===== config.mk =====
export PLATFORM = sky130hd
export DESIGN_NAME = fit_policy_block_allocator_flat
export DESIGN_NICKNAME = d
export VERILOG_FILES = /design/src/rtl/fpba_pkg.sv /design/src/rtl/fpba_chan_if.sv /design/src/rtl/fit_policy_block_allocator.sv /design/src/rtl/fpba_mem.sv /design/src/rtl/fpba_ctrl.sv /design/src/flat_wrapper.sv
export SDC_FILE = /design/constraint.sdc
export NUM_CORES = 1
export LEC_CHECK = 0
export BUFFER_PORTS_ARGS = -buffer_cell sky130_fd_sc_hd__clkbuf_2
export CAP_MARGIN = 20
export CORE_MARGIN = 8
export CORE_UTILIZATION = 25
export CTS_BUF_LIST = sky130_fd_sc_hd__clkbuf_16
export DETAILED_ROUTE_END_ITERATION = 8
export MAX_ROUTING_LAYER = met4
export PLACE_DENSITY = 0.46
export SLEW_MARGIN = 20
export SYNTH_ARGS = -nofsm -noshare
export SYNTH_HDL_FRONTEND = slang
export SYNTH_HIERARCHICAL = 1
export SYNTH_SLANG_ARGS = --single-unit

===== constraint.sdc =====
create_clock -name clk -period 4.62 [get_ports clk]
set_clock_uncertainty 0.1 [all_clocks]
set_input_delay 0.462 -clock clk [delete_from_list [all_inputs] [get_ports clk]]
set_output_delay 0.462 -clock clk [all_outputs]
set_load 0.1 [all_outputs]

===== src/rtl/fpba_pkg.sv =====
// ----------------------------------------------------------------------------
// fpba_pkg
// Shared types and codes for the fit-policy block allocator.
// ----------------------------------------------------------------------------
package fpba_pkg;

    localparam int AMOUNT_W     = 16;
    localparam int LOAD_IDX_W   = 4;
    localparam int CHOSEN_W     = 4;
    localparam int LEFT_W       = 16;
    localparam int FIT_POLICY_W = 2;
    localparam int BIU_W        = 5;
    localparam int CFG_DATA_W   = 5;
    localparam int CFG_INDEX_W  = 1;

    // request kinds
    localparam logic REQ_LOAD     = 1'b0;
    localparam logic REQ_ALLOCATE = 1'b1;

    // fit policies; the unused code behaves as first fit
    localparam logic [FIT_POLICY_W-1:0] POLICY_FIRST = 2'd0;
    localparam logic [FIT_POLICY_W-1:0] POLICY_BEST  = 2'd1;
    localparam logic [FIT_POLICY_W-1:0] POLICY_WORST = 2'd2;

    // configuration register indexes
    localparam logic [CFG_INDEX_W-1:0] CFG_FIT_POLICY    = 1'd0;
    localparam logic [CFG_INDEX_W-1:0] CFG_BLOCKS_IN_USE = 1'd1;

    localparam logic [FIT_POLICY_W-1:0] FIT_POLICY_RESET = POLICY_FIRST;
    localparam logic [BIU_W-1:0]        BIU_RESET        = 5'd16;

    typedef struct packed {
        logic                  req_type;
        logic [LOAD_IDX_W-1:0] load_index;
        logic [AMOUNT_W-1:0]   amount;
    } req_t;

    typedef struct packed {
        logic                granted;
        logic [CHOSEN_W-1:0] chosen_block;
        logic [LEFT_W-1:0]   left_over;
    } rsp_t;

endpackage


===== src/rtl/fpba_chan_if.sv =====
// ----------------------------------------------------------------------------
// fpba_chan_if
// Valid/ready channel carrying one payload per request.
// ----------------------------------------------------------------------------
interface fpba_chan_if #(
    parameter type payload_t = logic
);
    logic     valid;
    logic     ready;
    payload_t data;

    modport source (output valid, output data, input ready);
    modport sink   (input valid, input data, output ready);
endinterface


===== src/rtl/fit_policy_block_allocator.sv =====
// ----------------------------------------------------------------------------
// fit_policy_block_allocator
// Free-size table with first, best and worst fit allocation.
// ----------------------------------------------------------------------------
// One request is handled at a time. A load writes one entry of the free-size
// table in the write state, then passes through the finish state. An allocate
// reads the table through its single read port, one entry per cycle, over n
// entries (min(blocks_in_use, NUM_BLOCKS); first fit stops at the first entry
// that fits), then passes through the write and finish states. The next
// request can be accepted in the same cycle that the result appears. A
// finished result sits in an output register, and the next request is
// accepted while it waits to be taken. The table reads as all zero after
// reset; no clearing pass is needed.
module fit_policy_block_allocator #(
    parameter int NUM_BLOCKS = 16,
    parameter int SIZE_BITS  = 16
) (
    input  logic                               clk,
    input  logic                               rst_n,
    fpba_chan_if.sink                          req,
    fpba_chan_if.source                        rsp,
    input  logic                               cfg_we,
    input  logic [fpba_pkg::CFG_INDEX_W-1:0]   cfg_index,
    input  logic [fpba_pkg::CFG_DATA_W-1:0]    cfg_wdata
);
    import fpba_pkg::*;

    localparam int IDX_W = (NUM_BLOCKS > 1) ? $clog2(NUM_BLOCKS) : 1;
    localparam int CNT_W = $clog2(NUM_BLOCKS + 1);

    logic [FIT_POLICY_W-1:0] fit_policy_reg;
    logic [BIU_W-1:0]        blocks_in_use_reg;

    logic                 mem_we;
    logic [IDX_W-1:0]     mem_waddr;
    logic [SIZE_BITS-1:0] mem_wdata;
    logic [IDX_W-1:0]     mem_raddr;
    logic [SIZE_BITS-1:0] mem_rdata;

    always_ff @(posedge clk or negedge rst_n)
    begin
        if (!rst_n)
        begin
            fit_policy_reg    <= FIT_POLICY_RESET;
            blocks_in_use_reg <= BIU_RESET;
        end
        else if (cfg_we)
        begin
            unique case (cfg_index)
                CFG_FIT_POLICY:    fit_policy_reg    <= FIT_POLICY_W'(cfg_wdata);
                CFG_BLOCKS_IN_USE: blocks_in_use_reg <= BIU_W'(cfg_wdata);
                default:           ;
            endcase
        end
    end

    fpba_ctrl #(
        .NUM_BLOCKS (NUM_BLOCKS),
        .SIZE_BITS  (SIZE_BITS),
        .IDX_W      (IDX_W),
        .CNT_W      (CNT_W)
    ) u_ctrl (
        .clk           (clk),
        .rst_n         (rst_n),
        .in_valid      (req.valid),
        .in_ready      (req.ready),
        .in_data       (req.data),
        .out_valid     (rsp.valid),
        .out_ready     (rsp.ready),
        .out_data      (rsp.data),
        .fit_policy    (fit_policy_reg),
        .blocks_in_use (blocks_in_use_reg),
        .mem_we        (mem_we),
        .mem_waddr     (mem_waddr),
        .mem_wdata     (mem_wdata),
        .mem_raddr     (mem_raddr),
        .mem_rdata     (mem_rdata)
    );

    fpba_mem #(
        .NUM_BLOCKS (NUM_BLOCKS),
        .SIZE_BITS  (SIZE_BITS),
        .IDX_W      (IDX_W)
    ) u_mem (
        .clk   (clk),
        .rst_n (rst_n),
        .we    (mem_we),
        .waddr (mem_waddr),
        .wdata (mem_wdata),
        .raddr (mem_raddr),
        .rdata (mem_rdata)
    );

endmodule


===== src/rtl/fpba_mem.sv =====
// ----------------------------------------------------------------------------
// fpba_mem
// Free-size table: one write port, one registered read port, with a valid
// bit per entry so that an entry never loaded reads as zero.
// ----------------------------------------------------------------------------
module fpba_mem #(
    parameter int NUM_BLOCKS = 16,
    parameter int SIZE_BITS  = 16,
    parameter int IDX_W      = 4
) (
    input  logic                 clk,
    input  logic                 rst_n,
    input  logic                 we,
    input  logic [IDX_W-1:0]     waddr,
    input  logic [SIZE_BITS-1:0] wdata,
    input  logic [IDX_W-1:0]     raddr,
    output logic [SIZE_BITS-1:0] rdata
);

    logic [SIZE_BITS-1:0] mem [NUM_BLOCKS];
    logic [NUM_BLOCKS-1:0] valid_reg;
    logic [SIZE_BITS-1:0] rdata_reg;
    logic                 rvalid_reg;

    always_ff @(posedge clk)
    begin
        if (we)
        begin
            mem[waddr] <= wdata;
        end
        rdata_reg <= mem[raddr];
    end

    always_ff @(posedge clk or negedge rst_n)
    begin
        if (!rst_n)
        begin
            valid_reg  <= '0;
            rvalid_reg <= 1'b0;
        end
        else
        begin
            if (we)
            begin
                valid_reg[waddr] <= 1'b1;
            end
            rvalid_reg <= valid_reg[raddr];
        end
    end

    assign rdata = rvalid_reg ? rdata_reg : '0;

endmodule


===== src/rtl/fpba_ctrl.sv =====
// ----------------------------------------------------------------------------
// fpba_ctrl
// Request sequencer: scans the table one entry per cycle, keeps the running
// choice, writes the loaded or chosen entry and holds the result register.
// ----------------------------------------------------------------------------
module fpba_ctrl #(
    parameter int NUM_BLOCKS = 16,
    parameter int SIZE_BITS  = 16,
    parameter int IDX_W      = 4,
    parameter int CNT_W      = 5
) (
    input  logic                                clk,
    input  logic                                rst_n,
    input  logic                                in_valid,
    output logic                                in_ready,
    input  fpba_pkg::req_t                      in_data,
    output logic                                out_valid,
    input  logic                                out_ready,
    output fpba_pkg::rsp_t                      out_data,
    input  logic [fpba_pkg::FIT_POLICY_W-1:0]   fit_policy,
    input  logic [fpba_pkg::BIU_W-1:0]          blocks_in_use,
    output logic                                mem_we,
    output logic [IDX_W-1:0]                    mem_waddr,
    output logic [SIZE_BITS-1:0]                mem_wdata,
    output logic [IDX_W-1:0]                    mem_raddr,
    input  logic [SIZE_BITS-1:0]                mem_rdata
);
    import fpba_pkg::*;

    localparam int LW = (CNT_W > BIU_W) ? CNT_W : BIU_W;
    localparam logic [LW-1:0] NB_L = LW'(NUM_BLOCKS);

    typedef enum logic [3:0] {
        S_IDLE   = 4'b0001,
        S_SCAN   = 4'b0010,
        S_WRITE  = 4'b0100,
        S_FINISH = 4'b1000
    } state_t;

    state_t               state_reg, state_next;
    req_t                 item_reg, item_next;
    logic [IDX_W-1:0]     idx_reg, idx_next;
    logic                 found_reg, found_next;
    logic [IDX_W-1:0]     best_idx_reg, best_idx_next;
    logic [SIZE_BITS-1:0] best_size_reg, best_size_next;
    rsp_t                 res_reg, res_next;
    logic                 out_valid_reg, out_valid_next;
    rsp_t                 out_data_reg, out_data_next;

    logic [SIZE_BITS-1:0] amt_sz;
    logic [LW-1:0]        biu_ext;
    logic [CNT_W-1:0]     search_cnt;
    logic                 is_best;
    logic                 is_worst;
    logic                 fits;
    logic                 take;
    logic                 last;
    logic                 load_ok;

    assign amt_sz     = SIZE_BITS'(item_reg.amount);
    assign biu_ext    = LW'(blocks_in_use);
    assign search_cnt = (biu_ext > NB_L) ? CNT_W'(NB_L) : CNT_W'(biu_ext);
    assign is_best    = (fit_policy == POLICY_BEST);
    assign is_worst   = (fit_policy == POLICY_WORST);
    assign load_ok    = (LW'(item_reg.load_index) < NB_L);

    always_comb
    begin
        state_next     = state_reg;
        item_next      = item_reg;
        idx_next       = idx_reg;
        found_next     = found_reg;
        best_idx_next  = best_idx_reg;
        best_size_next = best_size_reg;
        res_next       = res_reg;
        out_valid_next = out_valid_reg;
        out_data_next  = out_data_reg;
        mem_raddr      = idx_reg + IDX_W'(1);
        mem_we         = 1'b0;
        mem_waddr      = best_idx_reg;
        mem_wdata      = best_size_reg - amt_sz;
        fits           = 1'b0;
        take           = 1'b0;
        last           = 1'b0;

        if (out_valid_reg && out_ready)
        begin
            out_valid_next = 1'b0;
        end

        unique case (state_reg)
            S_IDLE:
            begin
                mem_raddr = '0;
                if (in_valid)
                begin
                    item_next  = in_data;
                    found_next = 1'b0;
                    idx_next   = '0;
                    if (in_data.req_type == REQ_LOAD || search_cnt == '0)
                    begin
                        state_next = S_WRITE;
                    end
                    else
                    begin
                        state_next = S_SCAN;
                    end
                end
            end
            S_SCAN:
            begin
                // read data belongs to entry idx_reg
                fits = (mem_rdata >= amt_sz);
                take = fits && (!found_reg
                                || (is_best  && mem_rdata < best_size_reg)
                                || (is_worst && mem_rdata > best_size_reg));
                last = ((CNT_W'(idx_reg) + CNT_W'(1)) == search_cnt);
                if (take)
                begin
                    found_next     = 1'b1;
                    best_idx_next  = idx_reg;
                    best_size_next = mem_rdata;
                end
                // first fit stops at the first entry that fits
                if (last || (fits && !is_best && !is_worst))
                begin
                    state_next = S_WRITE;
                end
                else
                begin
                    idx_next = idx_reg + IDX_W'(1);
                end
            end
            S_WRITE:
            begin
                if (item_reg.req_type == REQ_LOAD)
                begin
                    mem_we                = load_ok;
                    mem_waddr             = IDX_W'(item_reg.load_index);
                    mem_wdata             = amt_sz;
                    res_next.granted      = 1'b0;
                    res_next.chosen_block = CHOSEN_W'(item_reg.load_index);
                    res_next.left_over    = load_ok ? LEFT_W'(amt_sz) : '0;
                end
                else if (found_reg)
                begin
                    mem_we                = 1'b1;
                    res_next.granted      = 1'b1;
                    res_next.chosen_block = CHOSEN_W'(best_idx_reg);
                    res_next.left_over    = LEFT_W'(best_size_reg - amt_sz);
                end
                else
                begin
                    res_next = '0;
                end
                state_next = S_FINISH;
            end
            S_FINISH:
            begin
                if (!out_valid_reg || out_ready)
                begin
                    out_valid_next = 1'b1;
                    out_data_next  = res_reg;
                    state_next     = S_IDLE;
                end
            end
            default:
            begin
                state_next = S_IDLE;
            end
        endcase
    end

    always_ff @(posedge clk or negedge rst_n)
    begin
        if (!rst_n)
        begin
            state_reg     <= S_IDLE;
            out_valid_reg <= 1'b0;
        end
        else
        begin
            state_reg     <= state_next;
            out_valid_reg <= out_valid_next;
        end
    end

    always_ff @(posedge clk)
    begin
        item_reg      <= item_next;
        idx_reg       <= idx_next;
        found_reg     <= found_next;
        best_idx_reg  <= best_idx_next;
        best_size_reg <= best_size_next;
        res_reg       <= res_next;
        out_data_reg  <= out_data_next;
    end

    assign in_ready  = (state_reg == S_IDLE);
    assign out_valid = out_valid_reg;
    assign out_data  = out_data_reg;

endmodule


===== src/flat_wrapper.sv =====
// flat-port wrapper written by rule: the top's interface ports become plain ports
module fit_policy_block_allocator_flat import fpba_pkg::*;
#(
    parameter int NUM_BLOCKS = 16,
    parameter int SIZE_BITS  = 16
)
  (clk, rst_n, cfg_we, cfg_index, cfg_wdata, req_valid, req_data, req_ready, rsp_valid, rsp_data, rsp_ready);
  fpba_chan_if #(.payload_t(req_t)) req_i ();
  fpba_chan_if #(.payload_t(rsp_t)) rsp_i ();
  input  logic clk;
  input  logic rst_n;
  input  logic cfg_we;
  input  logic [fpba_pkg::CFG_INDEX_W-1:0] cfg_index;
  input  logic [fpba_pkg::CFG_DATA_W-1:0] cfg_wdata;
  input wire logic [$bits(req_i.valid)-1:0] req_valid;
  input wire logic [$bits(req_i.data)-1:0] req_data;
  output wire logic [$bits(req_i.ready)-1:0] req_ready;
  output wire logic [$bits(rsp_i.valid)-1:0] rsp_valid;
  output wire logic [$bits(rsp_i.data)-1:0] rsp_data;
  input wire logic [$bits(rsp_i.ready)-1:0] rsp_ready;
  assign req_i.valid = req_valid;
  assign req_i.data = req_data;
  assign req_ready = req_i.ready;
  assign rsp_valid = rsp_i.valid;
  assign rsp_data = rsp_i.data;
  assign rsp_i.ready = rsp_ready;
  fit_policy_block_allocator #(.NUM_BLOCKS(NUM_BLOCKS), .SIZE_BITS(SIZE_BITS)) u_core (.clk(clk), .rst_n(rst_n), .req(req_i), .rsp(rsp_i), .cfg_we(cfg_we), .cfg_index(cfg_index), .cfg_wdata(cfg_wdata));
endmodule

; ---- Word level (Yosys, flattened, before mapping)
; Memory sizes are Yosys's and may differ from the RTL's. A register that Yosys moved wholly into a read port is not among the register bits.
; Index checks and enable logic that the tools add are counted.
[word_totals]
ramBits = 256
output_inout_bits = 23
regBits = 117
wordCells = 103
inputBits = 32
memories = 1
[memory_table]
columns = memory, depth, word_bits, rd, rd_ports_with_merged_regs, write_ports, line_no
row1 = u_core.u_mem.mem, 16, 16, 1, 1, 1, fpba_mem.sv:20  ; logic [SIZE_BITS-1:0] mem [NUM_BLOCKS];
[op_classes]
order_cmp = 7
n_eq_ne = 12
bitwise = 3
n_addsub = 3
n_mux = 32
reduce_logical = 26
[op_table]
columns = operator, count
row1 = 2-to-1 mux 16 bit, 3
row2 = 2-to-1 mux 4 bit, 8
row3 = 2-to-1 mux 21 bit, 1
row4 = 2-to-1 mux 20 bit, 1
row5 = greater-or-equal comparator 16 bit, 1
row6 = greater-than comparator 16 bit, 1
row7 = < comparator 16 bit, 1
row8 = bitwise OR 16 bit, 1
row9 = case mux 4 bit (4 select lines), 1
row10 = subtractor 16 bit, 1
row11 = 2-to-1 mux 1 bit, 12
row12 = < comparator 4 x 5 -> 1 bit (second input constant), 2
row13 = inequality test 2 bit (second input constant), 5
row14 = AND reduction 2 bit, 5
row15 = AND reduction 3 bit, 3
row16 = case mux 4 bit (2 select lines), 1
row17 = logical AND 1 bit, 7
row18 = adder 4 x 1 -> 5 bit (second input constant), 1
row19 = equality test 5 bit, 1
row20 = greater-than comparator 5 bit (second input constant), 1
row21 = logical NOT 5 bit, 1
row22 = logical OR 1 bit, 5
row23 = 2-to-1 mux 5 bit, 1
row24 = adder 4 x 1 -> 4 bit (second input constant), 1
row25 = other kinds (14), 18

; ---- Logic depth before layout (Yosys ltp)
; Gate-level depths: netlist of the first run.
[logic_depth]
word_depth = 8
depth_mapped = 11
depth_no_buf = 11

; ---- By module
; Netlist of the first run, hierarchy kept.
[modules_own_cells]
columns = mod, instances, area_each_um2, cells_each, seq_area_each_um2
row1 = fpba_mem, 1, 10835.4, 491, 8433.1
row2 = fpba_ctrl, 1, 5059.9, 436, 2768.9
row3 = fit_policy_block_allocator, 1, 267.8, 16, 176.4

; ---- Least setup slack after synthesis of the first run
; OpenSTA, ideal clock, no wires.
[synth_timing]
kind = register to register
startpoint = reg u_core.u_ctrl.state_reg[0]
endpoint = reg u_core.u_ctrl.item_reg, in the netlist u_core/u_ctrl/amt_sz[0] (enable)
path_buffers = 0
period_less_slack_ns = 5.589
path_slack_ns = -0.969
setup_ns = 0.376
t_arrival_ns = 5.113
required_ns = 4.144
path_stages_with_launch = 4
cell_sequence = dfstp_2 > nor4b_1 > nand2_1 > inv_1
[synth_between]
elab_chain_len = 2
[synth_rtl]
columns = element, line_no
row1 = "start, declared", fpba_ctrl.sv:40  ; state_t state_reg, state_next;
row2 = "start signal, assigned", fpba_ctrl.sv:183  ; state_reg <= state_next;
row3 = equality test 4 x 1 -> 1 bit, --
row4 = net req_ready, flat_wrapper.sv:17  ; output wire logic [$bits(req_i.ready)-1:0] req_ready;
row5 = AND reduction 2 bit (no source line), --
row6 = "end signal, assigned", fpba_ctrl.sv:190  ; item_reg <= item_next;
row7 = "end, declared", fpba_ctrl.sv:41  ; req_t item_reg, item_next;
; The timed path passes the listed nets, and every way through them passes these cells.
; A chain may end at the register's enable or synchronous reset.

; ---- Worst setup path after layout of the first run
[layout_timing]
startpoint = reg u_core.u_mem.rvalid_reg
endpoint = reg u_core.u_ctrl.best_size_reg[10] (enable)
[layout_between]
elab_chain_len = 7
elab_cells_between_ends = 10
classes_between = order compare (3) / mux (1) / reduce/logical (6)
[layout_rtl]
columns = element, line_no
row1 = "start, declared", fpba_mem.sv:23  ; logic rvalid_reg;
row2 = "start signal, assigned", fpba_mem.sv:47  ; rvalid_reg <= valid_reg[raddr];
row3 = 2-to-1 mux 16 bit *, fpba_mem.sv:51  ; assign rdata = rvalid_reg ? rdata_reg : '0;
row4 = net u_core.mem_rdata[9], fit_policy_block_allocator.sv:38  ; logic [SIZE_BITS-1:0] mem_rdata;
row5 = < comparator 16 bit, fpba_ctrl.sv:115  ; || (is_best && mem_rdata < best_size_reg)
row6 = logical AND 1 bit, fpba_ctrl.sv:115
row7 = logical OR 1 bit, fpba_ctrl.sv:115
row8 = logical OR 1 bit, fpba_ctrl.sv:116  ; || (is_worst && mem_rdata > best_size_reg));
row9 = logical AND 1 bit *, fpba_ctrl.sv:114  ; take = fits && (!found_reg
row10 = AND reduction 2 bit (no source line) *, --
row11 = "end signal, assigned", fpba_ctrl.sv:194  ; best_size_reg <= best_size_next;
row12 = "end, declared", fpba_ctrl.sv:45  ; logic [SIZE_BITS-1:0] best_size_reg, best_size_next;
; The timed path passes the listed nets; every way through them passes the cells marked *.

==> impl_metrics.ini, run 1 <==
[global_routing]
globalRouteTotalUtil = 0.1091
first_global_vias = 8998
grt_util_met3 = 0.02098
grt_antenna_before_repair = 0
globalRoute.totalOverflow = 0
grtUsageMet2 = 0.1766
largest_net_degree_at_the_start_of_global_routing = 69
met1_track_demand_over_resource_in_global_routing = 0.1407
wire_length_of_the_first_global_routing_pass_um = 58970
global_route.peak_usage_layer = met2

[route]
post_drt_via_cell_ratio = 4.425
drt-pass1-iter-count = 4
routed_length_per_placed_instance_um = 20.17
post-route-drc-count = 0
vias = 8690
drt-initial-drc-count = 567
antenna_violating_nets_left = 0
drt_wl_total_um = 39620

[sta]
report.final.setup_viol = 0
sum_neg_setup_slack_ps = 0
setup_repair_after_global_routing_missed_its_margin = no
slew_viol_final = 0
final_min_period_over_clock_period = 0.7345
hold_viol_final = 0
min_period_ps = 3394
slew-limit-headroom = 0.3168
worst_pin_slew_ps = 1024
max_freq_mhz = 294.7

[setup_path]
worst_setup_slack_for_register_to_register_paths_ps = 1230
path_max_fanout = 16
crit_type = flop to flop
end_kind = flop
worst_setup_path_start_kind = flop
critical_path_required_time_ps = 4760
critical_path_arrival_ps = 3530

[clock_tree]
clkTransAtPathRegs_ps = 60
cts_buffer_depth = 3
clk-insertion-delay-late_ps = 560
numCtsBuffers = 43
post_cts_resize_count = 0
cts_hold_repair.buffers = 20
clk_root_buffer_cell = clkbuf_16
number_of_clock_sinks = 389
postCtsSetupBuffers = 0
cts_tree = built
clock_tree.htree_level_count = 2

[power_and_ir_drop]
p_clk_frac = 0.281
sw_frac_of_total = 0.3210
seq_power_share = 0.413
vdd_ir_drop_max_v = 0.0003633
power_frac_comb = 0.306
power.density_nw_per_um2 = 588.1
power.internal_w = 0.007687
power.static_leakage_nw = 6.716
netSwitchingPower_w = 0.003635

[floorplanning]
core_region_area_um2 = 64230
dieHeight_um = 270.3
num_io_pins = 55
die_w_um = 270.3
rows = 93
initial_core_utilization = 0.2516
die_area_um2 = 73040

[yosys]
syn-mean-instance-area_um2 = 17.14
synth_edf_count = 344
yosysWarningCount = 6
post_synth_instance_area_um2 = 16160
count_of_cell_types_in_the_netlist = 71
async_flop_share = 0.07455
postSynthRegisterBits = 389
synth_flop_cell = edfxtp_1
synth-seq-area-share = 0.7040
synthCells = 943
synthesis.nets = 1024

[outcome]
run_status = finished, final reports clean

[final_layout]
antennaDiodeCount = 0
nets = 1156
area_growth_pct = 19.11
final_layout_size_suffix_gt1_frac = 0.2480
layoutNonFillerInstCount = 1964
final_cell_mix = edfxtp_1, mux4_2, nand2_1
most_common_cell_after_layout_fill_and_taps_aside = edfxtp_1
largest_reg_flops = 256

[flow_run]
drv.max_cap_violation_count = 0

[placement]
io_buffer_count = 54
finalWeightedCongestion = 0.8149
dp_hpwl_um = 25150
dp_cells = 1865

[worst_hold_path]
hold_class = input pin to flop
## power groups by stage
stage | registers (W) | logic [W] | clock network (W)
2_1_floorplan | 0.00470 | 0.00242 | 0
3_3_place_gp | 0.00475 | 0.00349 | 0
3_5_place_dp | 0.00475 | 0.00351 | 0
4_1_cts | 0.00468 | 0.00353 | 0.00328
5_1_grt | 0.00471 | 0.00376 | 0.00341
6_report | 0.00468 | 0.00346 | 0.00318
## through the flow
| stage | util | instance area [um2] | worst slack (ps) | power [W] | hold slack [ps] |
|---|---|---|---|---|---|
| final | 0.2997 | 19250 | 1226 | 0.01132 | 10.00 |
| after CTS | 0.2997 | 19250 | 1227 | 0.01149 | 3.228 |
| after floorplan | - | 16170 | 731.9 | 0.007121 | 66.41 |
| after detailed placement | 0.2763 | 17740 | 1231 | 0.008256 | 305.2 |
| after global placement | 0.2761 | 17740 | 1321 | 0.008240 | 303.6 |
| after global routing | 0.2997 | 19250 | 1010 | 0.01188 | 1.050 |
## Yosys cell counts (10+ instances only)
| cell type | n | area share |
|---|---|---|
| a21oi_1 | 23 | 0.0071 |
| a22oi_1 | 24 | 0.011 |
| a22oi_2 | 10 | 0.0077 |
| and2_1 | 18 | 0.0070 |
| clkbuf_1 | 13 | 0.0030 |
| dfrtp_1 | 27 | 0.042 |
| dfxtp_1 | 16 | 0.020 |
| edfxtp_1 | 344 | 0.64 |
| ha_1 | 48 | 0.037 |
| inv_1 | 41 | 0.0095 |
| mux4_2 | 68 | 0.095 |
| nand2_1 | 63 | 0.015 |
| nand2b_1 | 11 | 0.0043 |
| nor2_1 | 39 | 0.0091 |
| nor2b_1 | 11 | 0.0043 |
| nor3_1 | 10 | 0.0031 |
| o21ai_0 | 25 | 0.0077 |
| o22ai_1 | 13 | 0.0050 |
| xnor2_1 | 10 | 0.0054 |
## path summary, 6_finish.rpt
path                                                      from                                        end  cells past startpoint
min in group asynchronous                                rst_n     u_core/u_mem/valid_reg[12]$_DFFE_PN0P_                      2
hold reg to reg            u_core/u_ctrl/res_reg[10]$_DFFE_PP_       u_core/u_ctrl/out_data[10]$_DFFE_PP_                      0
setup reg to reg             u_core/u_mem/rvalid_reg$_DFF_PN0_  u_core/u_ctrl/best_size_reg[10]$_DFFE_PP_                      9
setup / recovery             u_core/u_mem/rvalid_reg$_DFF_PN0_  u_core/u_ctrl/best_size_reg[10]$_DFFE_PP_                      9
hold / removal                                    req_data[12]         u_core/u_ctrl/amt_sz[12]$_DFFE_PP_                      1
max in group asynchronous                                rst_n          u_core/u_mem/rvalid_reg$_DFF_PN0_                      2
## layout make-up
cell class	instances	area, um2
clock inverter	36	230.2
fill	6378	44980
multi-input combinational	482	4517
inverter	41	153.9
timing repair buffer	118	825.8
clock buffer	43	1076
sequential	389	11380
tap	855	1070
## critical path: stages (launching register included)
cell	delay [ps]
dfrtp_1	570
and2_1	270
ha_1	270
a211oi_1	200
o21bai_1	100
a2111oi_0	550
o211a_1	270
o21ai_0	160
nor2_2	240
buf_4	320
## cell families (layout without fill, tap and decap cells)
kind of cell             after synthesis  after routing  synth area share
buffers and inverters                 72            238           0.02160
multiplexers                          76             76            0.1006
AO/OA/AOI/OAI                        144            144           0.06588
XOR/XNOR                              18             18          0.009754
AND/OR/NAND/NOR                      195            195           0.05984
flip-flops                           389            389            0.7040
adder cells (fa/ha/maj)               49             49           0.03840
## per-layer routing
metal  part of all wire  vias to the layer above
met1               0.46                     4528
met5                  0                        -
met3              0.040                       45
met4              0.016                        0
li1                   -                     3969
met2               0.48                      148
Note: power is estimated with default switching activity, not from simulation.
==> inputs of run 2 (changes only) <==
Settings changed: ABC_AREA from default to 1, PLACE_DENSITY 0.46 to 0.47.
Clock period 4.62 ns to 2.9 ns, I/O delays scaled along.
==> run 2 against run 1 <==
Net effect:
- register-to-register slack worse by 1100 ps
- fmax is 24% higher
- synthesized area up 9.4%
- utilization grew 0.60 points
- largest power group is now combinational cells
- largest cell class unchanged
- synthesized cell count is 85% higher
- combinational power rose to 2.7 times the previous value
==> impl_metrics.ini, run 2 <==
[clock_tree]
clk_root_buffer_cell = clkbuf_16
clk-insertion-delay-late_ps = 570
cts_buffer_depth = 3
numCtsBuffers = 45
clkTransAtPathRegs_ps = 60
clock_tree.htree_level_count = 2
cts_tree = built
number_of_clock_sinks = 389

[power_and_ir_drop]
seq_power_share = 0.340
power.density_nw_per_um2 = 1040
sw_frac_of_total = 0.4066
netSwitchingPower_w = 0.009056
power.internal_w = 0.01322
power.static_leakage_nw = 9.227
power_frac_comb = 0.415
vdd_ir_drop_max_v = 0.0009294
p_clk_frac = 0.245

[placement]
dp_hpwl_um = 30400
io_buffer_count = 54
post_dp_cell_area_um2 = 19590
finalWeightedCongestion = 0.8750

[final_layout]
final_cell_mix = nand2_1, edfxtp_1, inv_1
fillCellCount = 7169
most_common_cell_after_layout_fill_and_taps_aside = nand2_1
area_growth_pct = 21.13
layout.cell_area.non_filler_um2 = 21410
nets = 1975
largest_reg_flops = 256
antennaDiodeCount = 0
final_layout_size_suffix_gt1_frac = 0.1207

[yosys]
postSynthRegisterBits = 389
synth_flop_cell = edfxtp_1
netlist_top_cells_area = edfxtp_1, nand2_1, nand3_1
synth_edf_count = 344
netlist.top_cell.by_area = edfxtp_1
post_synth_instance_area_um2 = 17670
leading_cell_type_by_number_of_instances_after_synthesis = nand2_1
synth-seq-area-share = 0.6438
async_flop_share = 0.07455
count_of_cell_types_in_the_netlist = 45
yosysWarningCount = 6
synth.top_cells.by_count = nand2_1, edfxtp_1, inv_1
synth_top_area_share = 0.5845
synthesis.nets = 1830
synthCells = 1749
syn-mean-instance-area_um2 = 10.11

[global_routing]
globalRouteTotalUtil = 0.1204
wire_length_of_the_first_global_routing_pass_um = 71880
globalRoute.totalOverflow = 0
first_global_vias = 12190
largest_net_degree_at_the_start_of_global_routing = 86
grt_antenna_before_repair = 0

[sta]
worst_pin_slew_ps = 859.8
report.final.setup_viol = 0
final_min_period_over_clock_period = 0.9472
hold_viol_final = 0
max_freq_mhz = 364.0
slew-limit-headroom = 0.4268
min_period_ps = 2747
slew_viol_final = 0
setup_repair_after_global_routing_missed_its_margin = no
sum_neg_setup_slack_ps = 0

[setup_path]
end_kind = flop
critical_path_arrival_ps = 2950
crit_type = flop to flop
worst_setup_path_start_kind = flop
path_max_fanout = 16
worst_setup_slack_for_register_to_register_paths_ps = 150
crit-reg2reg-capture = u_core/u_mem/mem[9][14]$_DFFE_PP_
critical_path_required_time_ps = 3110
reg2regPathDepth = 15
worst_r2r_startpoint = u_core/u_ctrl/best_size_reg[0]$_DFFE_PP_

[floorplanning]
rows = 97
die_area_um2 = 79460
initial_core_utilization = 0.2524
num_io_pins = 55
core_region_area_um2 = 70030
dieHeight_um = 281.9
die_w_um = 281.9

[route]
drt-pass1-iter-count = 5
vias = 12250
routed_length_per_placed_instance_um = 16.22
post-route-drc-count = 0
antenna_violating_nets_left = 0
drt-initial-drc-count = 805
drt_wl_total_um = 46560
post_drt_via_cell_ratio = 4.269

[outcome]
run_status = finished, final reports clean

[flow_run]
drv.max_cap_violation_count = 0

[worst_hold_path]
hold_class = input pin to asynchronous set/reset pin
## run 2: logic make-up after synthesis
group / share of synthesized area
AOI/OAI and AO/OA: 0.03603
xor gates and xnor gates: 0.007858
adders and majority gates: 0.03511
buffers and inverters: 0.08452
DFF: 0.6438
and+or+nand+nor: 0.1927
## run 2: critical path: stages, from the launching register on
cell	delay, ps
edfxtp_1	400
inv_1	70
ha_1	160
inv_1	70
fa_1	410
nand3_1	90
nand2_1	130
nand3_1	100
nand2_1	140
nand3_1	140
nand3_1	90
nand2_1	110
nand2_1	50
nand2_1	160
inv_1	110
buf_12	160
## run 2: what timing repair did
action	4_1_cts	5_1_grt
setup buffers	0	0
hold buffers	39	0
endpoints found under the hold margin	58	0
endpoints found under the setup margin	0	24
gates resized for setup	0	2
## run 2: final cells by class
class	count	area, um2	area share
multi-input combinational	984	4887	0.2283
inverter	314	1181	0.05517
clock buffer	46	1151	0.05377
tap	940	1176	0.05494
sequential	389	11380	0.5315
timing repair buffer	160	1364	0.06370
clock inverter	37	270.3	0.01262
## run 2: per-layer routing
layer  global-route usage  vias up  wire length (um)
li1                     -     6014                 -
met1               0.1527     5904             21060
met2               0.1987      256             22200
met3              0.01845       79              2204
met4              0.03475        0              1095
met5                    -        -                 0
## run 2: through the flow
stage               total power, W  hold WS, ps  instances  setup WS (ps)    util
floorplan                  0.01353       -105.6       1749          41.04       -
global placement           0.01694        290.3       2748          150.5  0.2797
detailed placement         0.01699        301.4       2748          46.19  0.2797
CTS                        0.02259        235.1       2870          32.32  0.3056
global route               0.02374        301.4       2870          2.033  0.3057
finish                     0.02227        221.4       2870          153.0  0.3057
## run 2: power by group through the flow
| stage | Clock, W | Sequential [W] | Combinational, W |
|---|---|---|---|
| 2_1_floorplan | 0 | 0.00770 | 0.00584 |
| 3_3_place_gp | 0 | 0.00768 | 0.00926 |
| 3_5_place_dp | 0 | 0.00769 | 0.00930 |
| 4_1_cts | 0.00564 | 0.00758 | 0.00936 |
| 5_1_grt | 0.00582 | 0.00762 | 0.0103 |
| 6_report | 0.00547 | 0.00757 | 0.00924 |
## run 2: how the worst max path moves through the flow
stage	from	to	slack (ps)	cells past startpoint
2_1_floorplan	u_core/u_ctrl/state_reg[1]$_DFFE_PN0P_	u_core/u_mem/mem[4][0]$_DFFE_PP_	40	10
6_report	u_core/u_ctrl/best_size_reg[0]$_DFFE_PP_	u_core/u_mem/mem[9][14]$_DFFE_PP_	150	15
4_1_cts	u_core/u_mem/rvalid_reg$_DFF_PN0_	u_core/u_ctrl/best_size_reg[1]$_DFFE_PP_	30	12
5_1_grt	u_core/u_ctrl/best_size_reg[0]$_DFFE_PP_	u_core/u_mem/mem[10][14]$_DFFE_PP_	2	15
3_3_place_gp	u_core/u_mem/rvalid_reg$_DFF_PN0_	u_core/u_ctrl/best_size_reg[12]$_DFFE_PP_	150	12
3_5_place_dp	u_core/u_mem/rvalid_reg$_DFF_PN0_	u_core/u_ctrl/best_size_reg[12]$_DFFE_PP_	50	12
